===== src/rtl/itdt_pkg.sv =====
// ----------------------------------------------------------------------------
// itdt_pkg
// shared types and constants of the decimal text unit
// ----------------------------------------------------------------------------
package itdt_pkg;

    localparam logic [6:0] CHAR_ZERO  = 7'h30;
    localparam logic [6:0] CHAR_MINUS = 7'h2D;
    localparam logic [6:0] CHAR_NINE  = 7'h39;
    localparam logic [6:0] CHAR_FAIL  = 7'h00;
    localparam logic [3:0] MAX_ROOM   = 4'd12;

    // per-item control carried along the cell chain
    typedef struct packed {
        logic       valid;
        logic       neg;
        logic [3:0] room;
    } t_ctl;

endpackage


===== src/rtl/itdt_in_if.sv =====
// ----------------------------------------------------------------------------
// itdt_in_if
// input channel: one value to convert per transfer
// ----------------------------------------------------------------------------
interface itdt_in_if;
    logic        valid;
    logic        ready;
    logic [31:0] value_bits;
    logic        is_signed;
    logic [3:0]  buffer_len;

    modport source (output valid, output value_bits, output is_signed,
                    output buffer_len, input ready);
    modport sink   (input valid, input value_bits, input is_signed,
                    input buffer_len, output ready);
endinterface


===== src/rtl/itdt_out_if.sv =====
// ----------------------------------------------------------------------------
// itdt_out_if
// output channel: one character per transfer
// ----------------------------------------------------------------------------
interface itdt_out_if;
    logic       valid;
    logic       ready;
    logic [6:0] char_code;
    logic       status;
    logic       last;

    modport source (output valid, output char_code, output status,
                    output last, input ready);
    modport sink   (input valid, input char_code, input status,
                    input last, output ready);
    modport mon    (input valid, input char_code, input status,
                    input last, input ready);
endinterface


===== src/rtl/itdt_cell.sv =====
// ----------------------------------------------------------------------------
// itdt_cell
// one shift-and-add-3 step of the binary to bcd chain
// ----------------------------------------------------------------------------
module itdt_cell #(
    parameter int VALUE_WIDTH = 32,
    parameter int NUM_DIGITS  = 10
) (
    input  logic                      i_clk,
    input  logic                      i_rst_n,
    input  logic                      i_adv,
    input  itdt_pkg::t_ctl            i_ctl,
    input  logic [VALUE_WIDTH-1:0]    i_bin,
    input  logic [4*NUM_DIGITS-1:0]   i_bcd,
    output itdt_pkg::t_ctl            o_ctl,
    output logic [VALUE_WIDTH-1:0]    o_bin,
    output logic [4*NUM_DIGITS-1:0]   o_bcd
);

    itdt_pkg::t_ctl            r_ctl;
    logic [VALUE_WIDTH-1:0]    r_bin, n_bin;
    logic [4*NUM_DIGITS-1:0]   r_bcd, n_bcd;
    logic [4*NUM_DIGITS-1:0]   w_adj;

    // add 3 to every digit of 5 or more, then shift in the next bit
    always_comb begin
        for (int d = 0; d < NUM_DIGITS; d++) begin
            w_adj[4*d +: 4] = (i_bcd[4*d +: 4] >= 4'd5) ? i_bcd[4*d +: 4] + 4'd3
                                                        : i_bcd[4*d +: 4];
        end
        n_bcd = {w_adj[4*NUM_DIGITS-2:0], i_bin[VALUE_WIDTH-1]};
        n_bin = {i_bin[VALUE_WIDTH-2:0], 1'b0};
    end

    always_ff @(posedge i_clk) begin
        if (!i_rst_n) begin
            r_ctl <= '0;
        end else if (i_adv) begin
            r_ctl <= i_ctl;
        end
    end

    always_ff @(posedge i_clk) begin
        if (i_adv) begin
            r_bin <= n_bin;
            r_bcd <= n_bcd;
        end
    end

    assign o_ctl = r_ctl;
    assign o_bin = r_bin;
    assign o_bcd = r_bcd;

endmodule


===== src/rtl/itdt_ser.sv =====
// ----------------------------------------------------------------------------
// itdt_ser
// length check and character serializer at the end of the chain
// ----------------------------------------------------------------------------
module itdt_ser #(
    parameter int NUM_DIGITS = 10
) (
    input  logic                    i_clk,
    input  logic                    i_rst_n,
    input  itdt_pkg::t_ctl          i_ctl,
    input  logic [4*NUM_DIGITS-1:0] i_bcd,
    output logic                    o_free,
    itdt_out_if.source              o_out
);

    localparam int NW = $clog2(NUM_DIGITS + 1);
    localparam int PW = $clog2(NUM_DIGITS);
    localparam int CW = (NW + 1 > 4) ? NW + 1 : 4;

    logic                    r_active, n_active;
    logic                    r_fail, n_fail;
    logic                    r_sign, n_sign;
    logic [PW-1:0]           r_pos, n_pos;
    logic [4*NUM_DIGITS-1:0] r_bcd, n_bcd;
    logic [NW-1:0]           w_nd;
    logic [CW-1:0]           w_len;
    logic                    w_fail;
    logic                    w_last;
    logic                    w_load;
    logic [3:0]              w_digit;

    // digit count, leading zeros blanked, at least one
    always_comb begin
        w_nd = NW'(1);
        for (int d = 1; d < NUM_DIGITS; d++) begin
            if (i_bcd[4*d +: 4] != 4'd0) begin
                w_nd = NW'(d + 1);
            end
        end
        w_len  = CW'(w_nd) + CW'(i_ctl.neg);
        w_fail = (i_ctl.room == 4'd0) || (w_len >= CW'(i_ctl.room));
    end

    assign w_last  = r_fail || (!r_sign && (r_pos == PW'(0)));
    assign o_free  = !r_active || (o_out.ready && w_last);
    assign w_load  = i_ctl.valid && o_free;
    assign w_digit = r_bcd[4*r_pos +: 4];

    always_comb begin
        n_active = r_active;
        n_fail   = r_fail;
        n_sign   = r_sign;
        n_pos    = r_pos;
        n_bcd    = r_bcd;
        if (w_load) begin
            n_active = 1'b1;
            n_fail   = w_fail;
            n_sign   = i_ctl.neg;
            n_pos    = PW'(w_nd - NW'(1));
            n_bcd    = i_bcd;
        end else if (r_active && o_out.ready) begin
            if (w_last) begin
                n_active = 1'b0;
            end else if (r_sign) begin
                n_sign = 1'b0;
            end else begin
                n_pos = r_pos - PW'(1);
            end
        end
    end

    always_ff @(posedge i_clk) begin
        if (!i_rst_n) begin
            r_active <= 1'b0;
        end else begin
            r_active <= n_active;
        end
    end

    always_ff @(posedge i_clk) begin
        r_fail <= n_fail;
        r_sign <= n_sign;
        r_pos  <= n_pos;
        r_bcd  <= n_bcd;
    end

    assign o_out.valid     = r_active;
    assign o_out.status    = r_fail;
    assign o_out.last      = w_last;
    assign o_out.char_code = r_fail ? itdt_pkg::CHAR_FAIL
                           : r_sign ? itdt_pkg::CHAR_MINUS
                           : itdt_pkg::CHAR_ZERO + {3'b000, w_digit};

endmodule


===== src/rtl/integer_to_decimal_text_unit.sv =====
// ----------------------------------------------------------------------------
// integer_to_decimal_text_unit
// decimal ascii text of a signed or unsigned integer, one character per transfer
// ----------------------------------------------------------------------------
// A value enters a chain of VALUE_WIDTH shift-and-add-3 cells, one cell per
// input bit, and its digits are ready once it leaves the last cell; the chain
// takes a new value in every cycle in which it moves. The serializer at the
// end then sends the text at one character per cycle while the receiver is
// ready: an optional minus sign and the digits, 1 to 11 transfers at a width
// of 32, or a single failure transfer (status 1, char_code 0) when the text
// and its terminator do not fit in buffer_len (values above 12 count as 12).
// The serializer sets the sustained rate: it loads the next value as the last
// character of the previous text is taken; the chain stalls as a whole while
// the serializer is still busy and the last cell is occupied.
// ----------------------------------------------------------------------------
module integer_to_decimal_text_unit #(
    parameter int VALUE_WIDTH = 32
) (
    input  logic       i_clk,
    input  logic       i_rst_n,
    itdt_in_if.sink    i_in,
    itdt_out_if.source o_out
);

    // decimal digits needed for VALUE_WIDTH bits
    localparam int NUM_DIGITS = (VALUE_WIDTH * 30103) / 100000 + 1;

    itdt_pkg::t_ctl          w_ctl [0:VALUE_WIDTH];
    logic [VALUE_WIDTH-1:0]  w_bin [0:VALUE_WIDTH];
    logic [4*NUM_DIGITS-1:0] w_bcd [0:VALUE_WIDTH];
    logic [VALUE_WIDTH-1:0]  w_val;
    logic                    w_neg;
    logic                    w_adv;
    logic                    w_free;

    // value at the configured width
    generate
        if (VALUE_WIDTH <= 32) begin : g_narrow
            assign w_val = i_in.value_bits[VALUE_WIDTH-1:0];
        end else begin : g_wide
            assign w_val = {{(VALUE_WIDTH-32){1'b0}}, i_in.value_bits};
        end
    endgenerate

    // sign and magnitude; the most negative value keeps its full magnitude
    assign w_neg         = i_in.is_signed && w_val[VALUE_WIDTH-1];
    assign w_bin[0]      = w_neg ? (~w_val + VALUE_WIDTH'(1)) : w_val;
    assign w_bcd[0]      = '0;
    assign w_ctl[0].valid = i_in.valid;
    assign w_ctl[0].neg   = w_neg;
    assign w_ctl[0].room  = (i_in.buffer_len > itdt_pkg::MAX_ROOM) ? itdt_pkg::MAX_ROOM
                                                                   : i_in.buffer_len;

    // whole chain moves when its last cell is empty or hands over
    assign w_adv      = !w_ctl[VALUE_WIDTH].valid || w_free;
    assign i_in.ready = w_adv;

    generate
        for (genvar c = 0; c < VALUE_WIDTH; c++) begin : g_cell
            itdt_cell #(
                .VALUE_WIDTH (VALUE_WIDTH),
                .NUM_DIGITS  (NUM_DIGITS)
            ) u_cell (
                .i_clk   (i_clk),
                .i_rst_n (i_rst_n),
                .i_adv   (w_adv),
                .i_ctl   (w_ctl[c]),
                .i_bin   (w_bin[c]),
                .i_bcd   (w_bcd[c]),
                .o_ctl   (w_ctl[c+1]),
                .o_bin   (w_bin[c+1]),
                .o_bcd   (w_bcd[c+1])
            );
        end
    endgenerate

    // binary remainder of the last cell is all zero and left unused there
    itdt_ser #(
        .NUM_DIGITS (NUM_DIGITS)
    ) u_ser (
        .i_clk   (i_clk),
        .i_rst_n (i_rst_n),
        .i_ctl   (w_ctl[VALUE_WIDTH]),
        .i_bcd   (w_bcd[VALUE_WIDTH]),
        .o_free  (w_free),
        .o_out   (o_out)
    );

endmodule


===== src/flat_wrapper.sv =====
// flat-port wrapper written by rule: the top's interface ports become plain ports
module integer_to_decimal_text_unit_flat 
#(
    parameter int VALUE_WIDTH = 32
)
  (i_clk, i_rst_n, i_in_valid, i_in_value_bits, i_in_is_signed, i_in_buffer_len, i_in_ready, o_out_valid, o_out_char_code, o_out_status, o_out_last, o_out_ready);
  itdt_in_if i_in_i ();
  itdt_out_if o_out_i ();
  input  logic i_clk;
  input  logic i_rst_n;
  input wire logic [$bits(i_in_i.valid)-1:0] i_in_valid;
  input wire logic [$bits(i_in_i.value_bits)-1:0] i_in_value_bits;
  input wire logic [$bits(i_in_i.is_signed)-1:0] i_in_is_signed;
  input wire logic [$bits(i_in_i.buffer_len)-1:0] i_in_buffer_len;
  output wire logic [$bits(i_in_i.ready)-1:0] i_in_ready;
  output wire logic [$bits(o_out_i.valid)-1:0] o_out_valid;
  output wire logic [$bits(o_out_i.char_code)-1:0] o_out_char_code;
  output wire logic [$bits(o_out_i.status)-1:0] o_out_status;
  output wire logic [$bits(o_out_i.last)-1:0] o_out_last;
  input wire logic [$bits(o_out_i.ready)-1:0] o_out_ready;
  assign i_in_i.valid = i_in_valid;
  assign i_in_i.value_bits = i_in_value_bits;
  assign i_in_i.is_signed = i_in_is_signed;
  assign i_in_i.buffer_len = i_in_buffer_len;
  assign i_in_ready = i_in_i.ready;
  assign o_out_valid = o_out_i.valid;
  assign o_out_char_code = o_out_i.char_code;
  assign o_out_status = o_out_i.status;
  assign o_out_last = o_out_i.last;
  assign o_out_i.ready = o_out_ready;
  integer_to_decimal_text_unit #(.VALUE_WIDTH(VALUE_WIDTH)) u_core (.i_clk(i_clk), .i_rst_n(i_rst_n), .i_in(i_in_i), .o_out(o_out_i));
endmodule

===== config.mk =====
export PLATFORM = sky130hd
export DESIGN_NAME = integer_to_decimal_text_unit_flat
export DESIGN_NICKNAME = d
export VERILOG_FILES = /design/src/rtl/itdt_pkg.sv /design/src/rtl/itdt_in_if.sv /design/src/rtl/itdt_out_if.sv /design/src/rtl/itdt_cell.sv /design/src/rtl/itdt_ser.sv /design/src/rtl/integer_to_decimal_text_unit.sv /design/src/flat_wrapper.sv
export SDC_FILE = /design/constraint.sdc
export NUM_CORES = 2
export LEC_CHECK = 0
export BUFFER_PORTS_ARGS = -buffer_cell sky130_fd_sc_hd__buf_4
export CAP_MARGIN = 0
export CORE_MARGIN = 4
export CORE_UTILIZATION = 63
export CTS_CLUSTER_DIAMETER = 50
export DETAILED_ROUTE_END_ITERATION = 10
export PLACE_DENSITY = 0.79
export SLEW_MARGIN = 20
export SYNTH_ARGS = -nofsm -noshare
export SYNTH_HDL_FRONTEND = slang
export SYNTH_SLANG_ARGS = --single-unit

===== constraint.sdc =====
create_clock -name i_clk -period 17.94 [get_ports i_clk]
set_input_delay 0 -clock i_clk [delete_from_list [all_inputs] [get_ports i_clk]]
set_output_delay 0 -clock i_clk [all_outputs]
set_load 0.02 [all_outputs]

After elaboration in Yosys (flattened, before gate mapping)

Index checks and enable logic that the tools add are counted.
Widths: inputs -> output; s select.

Add/sub/neg operators: 270
Order comparisons: 267
Equal/unequal tests: 2
Shift-type cells: 1
Mux-type cells: 288
Bitwise logic cells: 1
Reduce and logical (&&, ||, !) cells: 28

Operators with widths:

| kind                  | count |
|---|---|
| $ge 4x3->1 const B    | 255 |
| $mux 4                | 247 |
| $add 4x2->4 const B   | 234 |
| $add 3x2->3 const B   | 21 |
| $mux 3                | 21 |
| $shiftx 40x7->4       | 1 |
| $reduce_bool 4->1     | 9 |
| $add 32x1->32 const B | 1 |
| $mux 32               | 1 |
| $not 32->32           | 1 |
| $add 1x2->3 const AB  | 9 |
| $ge 1x3->1 const AB   | 9 |
| $mux 1                | 16 |
| $mux 7                | 2 |
| $logic_not 4->1       | 2 |
| $sub 4x1->4 const B   | 2 |
| $add 6x4->7 const A   | 1 |
| $add 4x1->5           | 1 |
| $ge 5x4->1            | 1 |
| $logic_and 1x1->1     | 5 |
| $gt 4x4->1 const B    | 1 |
| $logic_or 1x1->1      | 4 |
| $ne 2x1->1 const B    | 2 |
| $reduce_and 2->1      | 2 |
| other kinds (6)       | 9 |

Flip-flop bits (word level): 1796
Logic and storage cells: 1031

Longest topological paths before layout

Depth in word-level cells: 13
Gate-level depth with buffers: 11
Gate-level depth less buffers: 11

By module

Synthesis repeated with hierarchy kept, for this count alone.

Cells, all modules: 8203
Area, all modules: 110601.1 µm²

By module, submodules not included:

| module                       | instances | cells an instance | area each (µm²) | sequential area each (µm²) |
|---|---|---|---|---|
| itdt_cell                    | 32        | 248               | 3362.0          | 2252.2 |
| itdt_ser                     | 1         | 159               | 2309.7          | 1401.3 |
| integer_to_decimal_text_unit | 1         | 108               | 708.2           | 0.0 |

Worst setup path before layout

OpenSTA, ideal clock, no wires.

Path kind: register to register
From: reg u_core.u_ser.r_pos[0]
To: reg u_core.g_cell[0].u_cell.r_bcd[0] (enable)
Library setup time: 1.043 ns
Data arrival time: 14.775 ns
Required time: 16.897 ns
Setup slack: 2.122 ns
Stages on the path, launching flop included: 6
Path buffers: 2
Cells stage by stage: edfxtp_1 > buf_2 > or3_4 > o2111a_1 > inv_2 > buf_2

Cells in the longest elaborated chain, start to end: 6

RTL lines:

| element                | RTL line                           | text |
|---|---|---|
| from (decl)            | itdt_ser.sv:23                     | `logic [PW-1:0] r_pos, n_pos;` |
| from (signal assigned) | itdt_ser.sv:83                     | `r_pos <= n_pos;` |
| $logic_not 4->1        | itdt_ser.sv:44                     | `assign w_last = r_fail \|\| (!r_sign && (r_pos == PW'(0)));` |
| $logic_and 1x1->1      | itdt_ser.sv:44                     |  |
| $logic_or 1x1->1       | itdt_ser.sv:44                     |  |
| $logic_and 1x1->1      | itdt_ser.sv:45                     | `assign o_free = !r_active \|\| (o_out.ready && w_last);` |
| $logic_or 1x1->1       | itdt_ser.sv:45                     |  |
| $logic_or 1x1->1       | integer_to_decimal_text_unit.sv:55 | `assign w_adv = !w_ctl[VALUE_WIDTH].valid \|\| w_free;` |
| named net i_in_ready   | flat_wrapper.sv:15                 | `output wire logic [$bits(i_in_i.ready)-1:0] i_in_ready;` |
| to (signal assigned)   | itdt_cell.sv:46                    | `r_bcd <= n_bcd;` |
| to (decl)              | itdt_cell.sv:22                    | `logic [4*NUM_DIGITS-1:0] r_bcd, n_bcd;` |

The timed path passes the listed nets, and every way through them passes these cells.
A chain may end at the register's enable or synchronous reset.

Worst setup path after layout

From: reg u_core.u_ser.r_pos[0]
To: reg u_core.g_cell[17].u_cell.r_bcd[16] (enable)

Cells in the longest elaborated chain, start to end: 6

RTL lines:

| element              | RTL line |
|---|---|
| $logic_not 4->1      | itdt_ser.sv:44 |
| $logic_and 1x1->1    | itdt_ser.sv:44 |
| $logic_or 1x1->1     | itdt_ser.sv:44 |
| $logic_and 1x1->1    | itdt_ser.sv:45 |
| $logic_or 1x1->1     | itdt_ser.sv:45 |
| $logic_or 1x1->1     | integer_to_decimal_text_unit.sv:55 |
| to (signal assigned) | itdt_cell.sv:46 |
| to (decl)            | itdt_cell.sv:22 |

No other way between the ends.

==> results.toml <==
[run_status]
status = "completed"

[timing]
fin_setup_tns_ps = 0
min_period_over_period = 0.2906
finalHoldViolCount = 0
relSlewSlack = 0.2606
period_needed_ps = 5214
drv_slew = 0
hold_ws_ps = 77.30
rsz0062_at_grt = "no"
worstMarginPinSlew_ps = 1109
finalSetupViolCount = 0
finClkSkew_ps = 26.25
fmax_mhz = 191.8

[yosys]
yosys-top-cells-area = "edfxtp_1 61%, ha_1 6.7%, dfxtp_1 6.4%"
synth_top_family_by_area = "simple AND/OR/NAND/NOR gates"
yosys.area_share.simple = 0.1070
synthCells = 4708
yosysWarnings = 0
ys_types = 57
yosysTopAreaCellShare = 0.6070
synth_largest_area_cell = "edfxtp_1"
synthAdderAreaFrac = 0.06706
seq_area_frac_synth = 0.6709
synthesis.nets = 5073
synth_compound_area_frac = 0.07027
syn-mean-instance-area_sq_um = 12.84
synth-async-reset-ratio = 0
synthMuxAreaShare = 0.02941
synth_xor_area_frac = 0.02709
synth_area_sq_mm = 0.06045
synth_edf_count = 1222
ys_ff_latch = 1415
synthFlopType = "edfxtp_1"

[worst_setup_path]
path_cells = "or3_4 -> o2111a_4 -> inv_8 -> buf_12 -> buf_4 -> buf_4"
crit_top_cell = "buf_4"
crit_type = "flip-flop to flip-flop"
slowest_delay_ps = 820
endpoint_kind = "flip-flop"
cp-start-kind = "flip-flop"
critPathSlowestCell = "buf_4"
critical_path_required_ps = 18290
worstPathMaxFanout = 180
arrival_ps = 5560

[drt]
vias = 33410
ant_nets = 0
firstDrtPassIters = 5
drtIter0Drc = 2293
vias_per_cell = 5.306
wirelength_mm = 88.63
drcViolationCount = 0
wire_per_inst_um = 14.08

[place]
place_area_sq_mm = 0.06212
io_buffers = 50
hpwl_mm = 51.46
gp_congestion = 0.7570

[cells_and_area]
antenna_cells = 0
drive_gt1_frac = 0.05723
areaGrowthSynthToFinish_pct = 11.72
multi_input_area_sq_mm = 0.01820
layout.nets = 5281
regArea_sq_mm = 0.04056
final_area_sq_mm = 0.06754
fillers = 6049

[clocking]
postCtsResizedCells = 0
path_clk_slew_ps = 60
cts_root_buf = "clkbuf_16"
clock_sinks = 1415
insertion_delay_ps = 730
cts_tree = "done"
htreeDepth = 4
numCtsBuffers = 147
clockBufferDepth = 3

[power]
p_total_mw = 10.51
power_frac_clock = 0.282
powerDensity_mw_per_mm2 = 155.7
power_leakage_nw = 27.22
switching_power_mw = 3.022
p_seq_frac = 0.493
swShare = 0.2875
p_comb_frac = 0.225
vdd_ir_drop_max_mv = 0.1163
p_int_mw = 7.492

[global_route]
gr-usage-met1 = 0.1931
grt_usage = 0.1755
grt_util_met3 = 0.03472
grt_pass1_vias = 33230
grt_overflow = 0
grt_util_met2 = 0.3317
antenna_found_initial = 0
grt-busiest-layer = "met2"
grt_pass1_wl_mm = 150.0
grt_max_degree = 195

[floorplanning]
die_h_um = 317.8
die_w_um = 317.8
initial_core_util = 0.6353
core_sq_mm = 0.09515
dieArea_sq_mm = 0.1010
core.rowCount = 113
pin_count = 52

[flow_run]
drv_cap = 0

[hold_path]
holdCritPathClass = "input pin to flip-flop"
## Yosys cell counts, types with 2 or more instances
master / n
o21ai_0: 305
buf_2: 17
a41oi_1: 3
xor2_1: 16
inv_1: 330
a21o_1: 3
nand3b_1: 2
nand3_1: 6
dfxtp_1: 193
a31oi_1: 13
nor3_1: 6
o31ai_1: 7
o41ai_1: 2
nand2_1: 969
o21a_1: 6
o22ai_1: 4
a21oi_1: 172
nor2_1: 171
o22a_1: 6
xnor2_1: 171
edfxtp_1: 1222
clkbuf_1: 36
and2_1: 3
buf_6: 19
a21boi_1: 180
nor4_1: 10
ha_1: 324
inv_2: 2
or4_1: 7
mux4_2: 8
mux2_2: 5
nand2b_1: 295
a21boi_0: 14
nand4b_1: 2
mux2i_1: 154
nor2b_1: 4
## sequential cells by signal (all words and copies together), names as in the netlist
register	count
u_core.g_cell.u_cell.o_bcd	680
u_core.g_cell.u_cell.o_bin	496
u_core.g_cell.u_cell.o_ctl	192
u_core.u_ser.r_bcd	40
u_core.u_ser.r_pos	4
u_core.u_ser.o_out.status	1
u_core.u_ser.o_out.valid	1
u_core.u_ser.r_sign	1
## final timing paths
path | from | end | slack [ps] | cells after the start
hold / removal | i_in_valid | u_core.g_cell[0].u_cell.o_ctl[5]$_SDFFE_PN0P_ | 80 | 4
setup / recovery | u_core.u_ser.r_pos[0]$_DFFE_PP_ | u_core.g_cell[17].u_cell.o_bcd[16]$_DFFE_PP_ | 12730 | 6
setup reg to reg | u_core.u_ser.r_pos[0]$_DFFE_PP_ | u_core.g_cell[17].u_cell.o_bcd[16]$_DFFE_PP_ | 12730 | 6
hold reg to reg | u_core.g_cell[22].u_cell.o_bin[25]$_DFFE_PP_ | u_core.g_cell[23].u_cell.o_bin[26]$_DFFE_PP_ | 400 | 0
## cell usage in the layout (no fill, tap or decap), types with 16 or more instances in the layout
cell and count:
edfxtp_1 1222, nand2_1 969, inv_1 330, ha_1 324, o21ai_0 305, nand2b_1 295, dfxtp_1 193, a21boi_1 180
a21oi_1 172, nor2_1 171, xnor2_1 171, mux2i_1 154, clkbuf_16 152, dlygate4sd3_1 69, buf_4 62, clkinv_1 31
clkbuf_1 31, xor2_1 16
## per-layer routing
layer | part of all wire | routed length [um]
met1 | 0.39 | 34620
met2 | 0.54 | 48140
met3 | 0.035 | 3122
met4 | 0.031 | 2749
met5 | 0 | 0
## power by group through the flow
stage / clock network, mW / logic (mW) / registers (mW)
2_1_floorplan: 0 / 1.90 / 5.09
3_3_place_gp: 0 / 2.15 / 5.19
3_5_place_dp: 0 / 2.34 / 5.24
4_1_cts: 3.04 / 2.40 / 5.18
5_1_grt: 3.18 / 2.76 / 5.29
6_report: 2.96 / 2.37 / 5.18
## metrics by stage
stage / cells / worst slack [ps] / utilization
6_report: 6297 / 12730 / 0.7098
5_1_grt: 6297 / 12340 / 0.7098
4_1_cts: 6297 / 12730 / 0.7098
3_5_place_dp: 5963 / 12750 / 0.6528
3_3_place_gp: 5963 / 12830 / 0.6528
2_1_floorplan: 4708 / 2122 / -
## what timing repair did
item                                    4_1_cts  5_1_grt
buffers inserted                              0        0
hold buffers                                 69        0
endpoints found under the setup margin        0        0
endpoints found under the hold margin       108        0
## kinds of logic after synthesis
family	after synthesis
XOR/XNOR	187
AND/OR/NAND/NOR	1484
adder cells (fa/ha/maj)	324
other	1
buffers and inverters	407
flip-flops	1415
AO/OA/AOI/OAI	723
multiplexers	167
## worst max-delay path: cells and delay by family (launching register included)
family,cells,cell delay [ps]
buf+inv,4,2850
compound gates,1,340
simple gates,1,530
flops,1,690
## cell type report
type                       count  share of cell area
clock buffer                 189             0.05913
tap                         1265             0.02343
timing repair buffer         134             0.01801
clock inverter                76             0.01095
sequential                  1415              0.6005
inverter                     332             0.01856
multi-input combinational   2886              0.2694
Power figures use the tool's default switching activity.
